## src/hdl/iqps_pkg.sv

```systemverilog
package iqps_pkg;

    // Default sizes of the switch.
    localparam int PORTS_DEF = 256;
    localparam int DEPTH_DEF = 16;

    // Fixed field widths of the words on the channels.
    localparam int PORT_W  = 9;
    localparam int DATA_W  = 32;
    localparam int COUNT_W = 9;

    // Request codes as they arrive on the request channel.
    typedef enum logic [1:0] {
        REQ_ENQ  = 2'd0,
        REQ_TICK = 2'd1,
        REQ_READ = 2'd2,
        REQ_NONE = 2'd3
    } t_req_kind;

    // Status codes of a result word.
    typedef enum logic [1:0] {
        ST_OK       = 2'd0,
        ST_BAD_PORT = 2'd1,
        ST_FULL     = 2'd2,
        ST_EMPTY    = 2'd3
    } t_status;

    // A classified request as held in the queue between front and back.
    typedef struct packed {
        t_req_kind           kind;
        logic                port_ok;
        logic [PORT_W-1:0]   port;
        logic [PORT_W-1:0]   dest;
        logic [DATA_W-1:0]   payload;
    } t_cmd;

    // Head of the command queue as seen by the back end.
    typedef struct packed {
        logic valid;
        t_cmd cmd;
    } t_q_head;

    // Control from the back end to the front end.
    typedef struct packed {
        logic pop;
        logic cleared;
    } t_back_ctl;

    // One result word.
    typedef struct packed {
        t_status              status;
        logic [DATA_W-1:0]    payload_out;
        logic [COUNT_W-1:0]   moved_count;
        logic [COUNT_W-1:0]   dropped_count;
        logic                 inputs_empty;
    } t_rsp;

endpackage

```

## src/hdl/iqps_if.sv

```systemverilog
// Request channel.
interface iqps_req_if;
    logic                        valid;
    logic                        ready;
    logic [1:0]                  req_type;
    logic [iqps_pkg::PORT_W-1:0] in_port;
    logic [iqps_pkg::PORT_W-1:0] dest_port;
    logic [iqps_pkg::DATA_W-1:0] payload_in;

    modport source (output valid, output req_type, output in_port,
                    output dest_port, output payload_in, input ready);
    modport sink   (input valid, input req_type, input in_port,
                    input dest_port, input payload_in, output ready);
endinterface


```

## src/hdl/iqps_front.sv

```systemverilog
module iqps_front #(
    parameter int PORTS = iqps_pkg::PORTS_DEF
) (
    input  logic                i_clk,
    input  logic                i_rst_n,
    iqps_req_if.sink            i_req,
    input  iqps_pkg::t_back_ctl i_ctl,
    output iqps_pkg::t_q_head   o_head
);
    import iqps_pkg::*;

    t_cmd       r_q [2];
    logic       r_wptr;
    logic       r_rptr;
    logic [1:0] r_cnt;
    t_cmd       w_cmd;
    logic       w_push;

    // Classify the incoming word: decode the request and check its port.
    always_comb begin
        w_cmd.kind    = t_req_kind'(i_req.req_type);
        w_cmd.port_ok = (i_req.in_port < PORT_W'(PORTS));
        w_cmd.port    = i_req.in_port;
        w_cmd.dest    = i_req.dest_port;
        w_cmd.payload = i_req.payload_in;
    end

    assign i_req.ready = (r_cnt != 2'd2) && i_ctl.cleared;
    assign w_push      = i_req.valid && i_req.ready;

    // Two-entry queue between the front and the back.
    always_ff @(posedge i_clk) begin
        if (!i_rst_n) begin
            r_wptr <= 1'b0;
            r_rptr <= 1'b0;
            r_cnt  <= 2'd0;
        end else begin
            if (w_push) begin
                r_q[r_wptr] <= w_cmd;
                r_wptr      <= ~r_wptr;
            end
            if (i_ctl.pop) begin
                r_rptr <= ~r_rptr;
            end
            r_cnt <= r_cnt + 2'(w_push) - 2'(i_ctl.pop);
        end
    end

    assign o_head.valid = (r_cnt != 2'd0);
    assign o_head.cmd   = r_q[r_rptr];

endmodule

```

## src/flat_wrapper.sv

```systemverilog
// flat-port wrapper written by rule: the top's interface ports become plain ports
module iqps_front_flat import iqps_pkg::*;
#(
    parameter int PORTS = iqps_pkg::PORTS_DEF
)
  (i_clk, i_rst_n, i_ctl, o_head, i_req_valid, i_req_req_type, i_req_in_port, i_req_dest_port, i_req_payload_in, i_req_ready);
  iqps_req_if i_req_i ();
  input  logic i_clk;
  input  logic i_rst_n;
  input  iqps_pkg::t_back_ctl i_ctl;
  output iqps_pkg::t_q_head o_head;
  input wire logic [$bits(i_req_i.valid)-1:0] i_req_valid;
  input wire logic [$bits(i_req_i.req_type)-1:0] i_req_req_type;
  input wire logic [$bits(i_req_i.in_port)-1:0] i_req_in_port;
  input wire logic [$bits(i_req_i.dest_port)-1:0] i_req_dest_port;
  input wire logic [$bits(i_req_i.payload_in)-1:0] i_req_payload_in;
  output wire logic [$bits(i_req_i.ready)-1:0] i_req_ready;
  assign i_req_i.valid = i_req_valid;
  assign i_req_i.req_type = i_req_req_type;
  assign i_req_i.in_port = i_req_in_port;
  assign i_req_i.dest_port = i_req_dest_port;
  assign i_req_i.payload_in = i_req_payload_in;
  assign i_req_ready = i_req_i.ready;
  iqps_front #(.PORTS(PORTS)) u_core (.i_clk(i_clk), .i_rst_n(i_rst_n), .i_req(i_req_i), .i_ctl(i_ctl), .o_head(o_head));
endmodule
```

## config.mk

```make
export PLATFORM = sky130hd
export DESIGN_NAME = iqps_front_flat
export DESIGN_NICKNAME = d
export VERILOG_FILES = /design/src/hdl/iqps_pkg.sv /design/src/hdl/iqps_if.sv /design/src/hdl/iqps_front.sv /design/src/flat_wrapper.sv
export SDC_FILE = /design/constraint.sdc
export NUM_CORES = 1
export LEC_CHECK = 0
export ABC_AREA = 1
export BUFFER_PORTS_ARGS = -buffer_cell sky130_fd_sc_hd__buf_2
export CAP_MARGIN = 20
export CORE_MARGIN = 1.5
export CORE_UTILIZATION = 47
export DETAILED_ROUTE_END_ITERATION = 8
export PLACE_DENSITY = 0.76
export SLEW_MARGIN = 20
export SYNTH_ARGS = -nofsm -noshare
export SYNTH_HDL_FRONTEND = slang
export SYNTH_SLANG_ARGS = --single-unit
export TNS_END_PERCENT = 100
```

## constraint.sdc

```tcl
create_clock -name i_clk -period 3.15 [get_ports i_clk]
set_clock_uncertainty 0.15 [all_clocks]
set_input_delay 0.315 -clock i_clk [delete_from_list [all_inputs] [get_ports i_clk]]
set_output_delay 0.315 -clock i_clk [all_outputs]
set_load 0.005 [all_outputs]
```

======== Word-level counts from Yosys, hierarchy flattened ========
Memories as Yosys holds them, arrays and structs flattened. A register that Yosys moved wholly into a read port is not among the register bits.
Cells that the tools add are included.
storage, ports and cells
  flip-flop bits (word level) ............. 4
  memory bits (writable) .................. 106
  input bits .............................. 57
  output and inout port bits .............. 55
  word-level logic and storage cells ...... 18
  memories ................................ 1
operators by class
  add/sub/neg operators ................... 2
  magnitude comparators ................... 1
  equal/unequal tests ..................... 1
  multiplexer cells ....................... 5
  bitwise operators ....................... 2
  reductions and logical operators ........ 3
memory list
  name        depth  width  rd ports  clocked after Yosys merged registers in  write ports  RTL line          RTL
  u_core.r_q  2      53     1         1                                        1            iqps_front.sv:12  t_cmd r_q [2];
operators with widths
  cell                                         number
  9-bit < comparator (second input constant)   1
  1-bit 2-to-1 mux                             5
  2-bit by 1-bit adder with 2-bit output       1
  1-bit logical AND                            2
  2-bit != test (second input constant)        1
  1-bit NOT                                    2
  2-bit nonzero test                           1
  2-bit by 1-bit subtractor with 2-bit output  1

======== Longest topological paths before layout ========
  word-level depth ........................ 6
  mapped depth ............................ 10

======== Worst setup path after synthesis ========
No wires, ideal clock.
  kind .................................... reg-to-reg
  from .................................... register u_core.r_cnt[0]
  to ...................................... memory u_core.r_q[1][0] in the netlist's numbering (enable)
  arrival ................................. 2.726 ns
  slack ................................... -0.190 ns
  stages on the path, launching flop included .. 5
  buffers on the path ..................... 0
  path through ............................ dfxtp_1 -> inv_1 -> nand2_1 -> nand3_1 -> nor2_1
on the way
  cells in the longest elaborated chain, start to end .. 6
RTL lines
  element                                 RTL line          RTL
  start: declaration                      iqps_front.sv:15  logic [1:0] r_cnt;
  start signal: assignment                iqps_front.sv:45  r_cnt <= r_cnt + 2'(w_push) - 2'(i_ctl.pop);
  2-bit != test                           iqps_front.sv:28  assign i_req.ready = (r_cnt != 2'd2) && i_ctl.cleared;
  1-bit logical AND                       iqps_front.sv:28
  1-bit logical AND                       iqps_front.sv:29  assign w_push = i_req.valid && i_req.ready;
  1-bit 2-to-1 mux                        iqps_front.sv:38  if (w_push) begin
  1-bit 2-to-1 mux                        iqps_front.sv:33  if (!i_rst_n) begin
  1-bit 2-to-1 mux (implied by the code)  iqps_front.sv:39  r_q[r_wptr] <= w_cmd;
  end: declaration                        iqps_front.sv:12
Every way passes these cells.

==> flow_metrics.env <==
export IMPL_outcome="completed"
export IMPL_final_area_um2=5620
export IMPL_ys_top_cells_by_count="106 x edfxtp_1, 50 x mux2_4, 11 x inv_1"
export IMPL_drt_vias_per_instance=4.75
export IMPL_final_layout_size_suffix_gt1_frac=0.492
export IMPL_fp_row_count=34
export IMPL_pre_cts_slack_ns=1.07
export IMPL_cts_sinks=111
export IMPL_grt_total_usage=0.153
export IMPL_end_kind="primary output"
export IMPL_synth_area_per_cell_um2=21.4
export IMPL_wirelength_mm=7.40
export IMPL_vias=2300
export IMPL_max_stage_delay_ns=0.81
export IMPL_finalCritPeriodShare=0.774
export IMPL_max_clock_freq_ghz=0.410
export IMPL_worstPathArrival_ns=1.97
export IMPL_tns_ns=0
export IMPL_setup_viol=0
export IMPL_synthArstFlopShare=0
export IMPL_setup_slack_ns=0.711
export IMPL_final_util=0.635
export IMPL_wl_met1_mm=3.23
export IMPL_synth_top_cell_by_area="edfxtp_1"
export IMPL_fp_dieArea_um2=9810
export IMPL_final_max_slew_violation_count=0
export IMPL_critPathKind="reg -> out"
export IMPL_synth_warnings=0
export IMPL_wl_met2_mm=3.71
export IMPL_die_w_um=99.0
export IMPL_dr_max_layer_used="met4"
export IMPL_ys_seq_area_frac=0.758
export IMPL_clk_pin_slew_ns=0.09
export IMPL_synthToLayoutAreaGrowth_pct=29.6
export IMPL_grt_overflow=0
export IMPL_grt_pass1_vias=2428
export IMPL_antenna_cells=0
export IMPL_dp_hpwl_mm=4.66
export IMPL_stdcell_count=484
export IMPL_clock_path_buffers=2
export IMPL_slowest_stage="dfxtp_4"
export IMPL_crit_fanout=38
export IMPL_clock_latency_ns=0.35
export IMPL_grt_first_pass_wirelength_mm=11.3
export IMPL_post_dp_cell_area_um2=4970
export IMPL_dp_cells=421
export IMPL_p_leak_nw=2.25
export IMPL_syn_inst=203
export IMPL_ys_top_cells_by_area="edfxtp_1 73%, mux2_4 17%, buf_12 2.3%"
export IMPL_wire_per_inst_um=15.3
export IMPL_drtIter0Drc=48
export IMPL_hold_ws_ns=0.0242
export IMPL_crit_chain="buf_4 -> mux2_4 -> buf_2"
export IMPL_cap_viol_max_count=0
export IMPL_dr_wl_met3_um=362
export IMPL_critPathLaunchType="flip-flop"
export IMPL_grt_max_degree=39
export IMPL_synth_edf_count=106
export IMPL_ys_types=14
export IMPL_cts_tree="done"
export IMPL_start_util=0.490
export IMPL_pin_count=112
export IMPL_htreeDepth=3
export IMPL_ys_ff_latch=111
export IMPL_power_density_nw_per_um2=491
export IMPL_maxSlewHeadroom=0.524
export IMPL_synthFlopType="edfxtp_1"
export IMPL_gp_congestion=0.752
export IMPL_tightest_slew_ns=0.714
export IMPL_ant_nets=0
export IMPL_yosysMostFrequentCell="edfxtp_1"
export IMPL_cts_made_buffers=9
export IMPL_crit_required_ns=2.68
export IMPL_synth_area_um2=4330
export IMPL_ir_drop_mv=0.219
export IMPL_yosys_area_top_type_share=0.734
export IMPL_fin_nets=431
export IMPL_core_um2=8850
export IMPL_drcViolationCount=0
export IMPL_numPortBuffers=111
export IMPL_synth_nets=262
export IMPL_root_buffer="clkbuf_8"
export IMPL_die_y_um=99.0
export IMPL_rsz0062_at_grt="no"
export IMPL_drtPass1Iterations=4
export IMPL_min_path_type="in -> reg"
export IMPL_antenna_found_initial=0
export IMPL_layout_min_cycle_time_ns=2.44
export IMPL_hold_violations=0
export IMPL_total_power_mw=2.76
export IMPL_cts_resized=0
-- layout by cell type (no fill, tap or decap), types with 2 or more instances in the layout --
cell and instances:
buf_2 111, edfxtp_1 106, mux2_4 50, dlygate4sd3_1 48, inv_1 10, nand2_1 9, clkbuf_8 9, nor2_1 4
buf_4 4, dfxtp_1 4, nand3_1 3, mux2_2 3, ha_1 2, clkinv_4 2, clkinvlp_4 2
-- cell families (layout without fill, tap and decap cells) --
| family | after synthesis | count (layout) | synth area share |
|---|---|---|---|
| DFF | 111 | 111 | 0.758 |
| muxes | 53 | 53 | 0.181 |
| AOI/OAI and AO/OA | 2 | 2 | 0.00289 |
| xor gates and xnor gates | 1 | 1 | 0.00202 |
| buffers and inverters | 17 | 190 | 0.0352 |
| and+or+nand+nor | 17 | 17 | 0.0156 |
| adders and majority gates | 2 | 2 | 0.00577 |
-- registers in the layout, summed over array words and instances, names as in the netlist, named ones only --
| register | count |
|---|---|
| u_core.r_cnt | 2 |
| u_core.r_wptr | 1 |
| u_core.r_rptr | 1 |
| u_core.r_q | 106 |
-- critical path: cells and delay by family, from the launching register on --
family / cells / cell delay, ns
flops: 1 / 0.81
buf+inv: 2 / 0.46
mux: 1 / 0.31
-- worst paths after layout --
| path | start | slack, ns | to | depth (start not counted) |
|---|---|---|---|---|
| worst max-delay path | flip-flop | 0.71 | o_head[31] | 3 |
| worst min-delay path | i_req_dest_port[0] | 0.02 | u_core.r_q[0][32] | 1 |
| worst max register to register | u_core.r_cnt[0] | 1.17 | u_core.r_q[0][51] | 5 |
| worst min register to register | u_core.r_rptr | 0.39 | flip-flop | 2 |
-- timing repair --
item	CTS	global route
hold endpoints to repair	94	0
setup buffers	0	0
hold buffers	48	0
setup endpoints to repair	0	0
-- area by class of cell --
| class | count | area (um^2) |
|---|---|---|
| Timing Repair Buffer | 164 | 1090 |
| Clock buffer | 10 | 128 |
| Multi-Input combinational cell | 75 | 906 |
| Sequential cell | 111 | 3290 |
| Clock inverter | 5 | 36.3 |
| Tap cell | 108 | 135 |
| Inverter | 11 | 41.3 |
| Fill cell | 654 | 3230 |
-- metal layers --
metal,vias up,GRT usage
met5,-,0
met4,0,0.0736
met1,1102,0.184
met2,81,0.260
li1,1104,-
met3,13,0.0362
-- where the power goes --
part | switching (mW) | internal, mW
Sequential | 0.0377 | 1.66
Clock | 0.444 | 0.284
Combinational | 0.123 | 0.208
Total | 0.605 | 2.15
(Power assumes the default switching activity.)
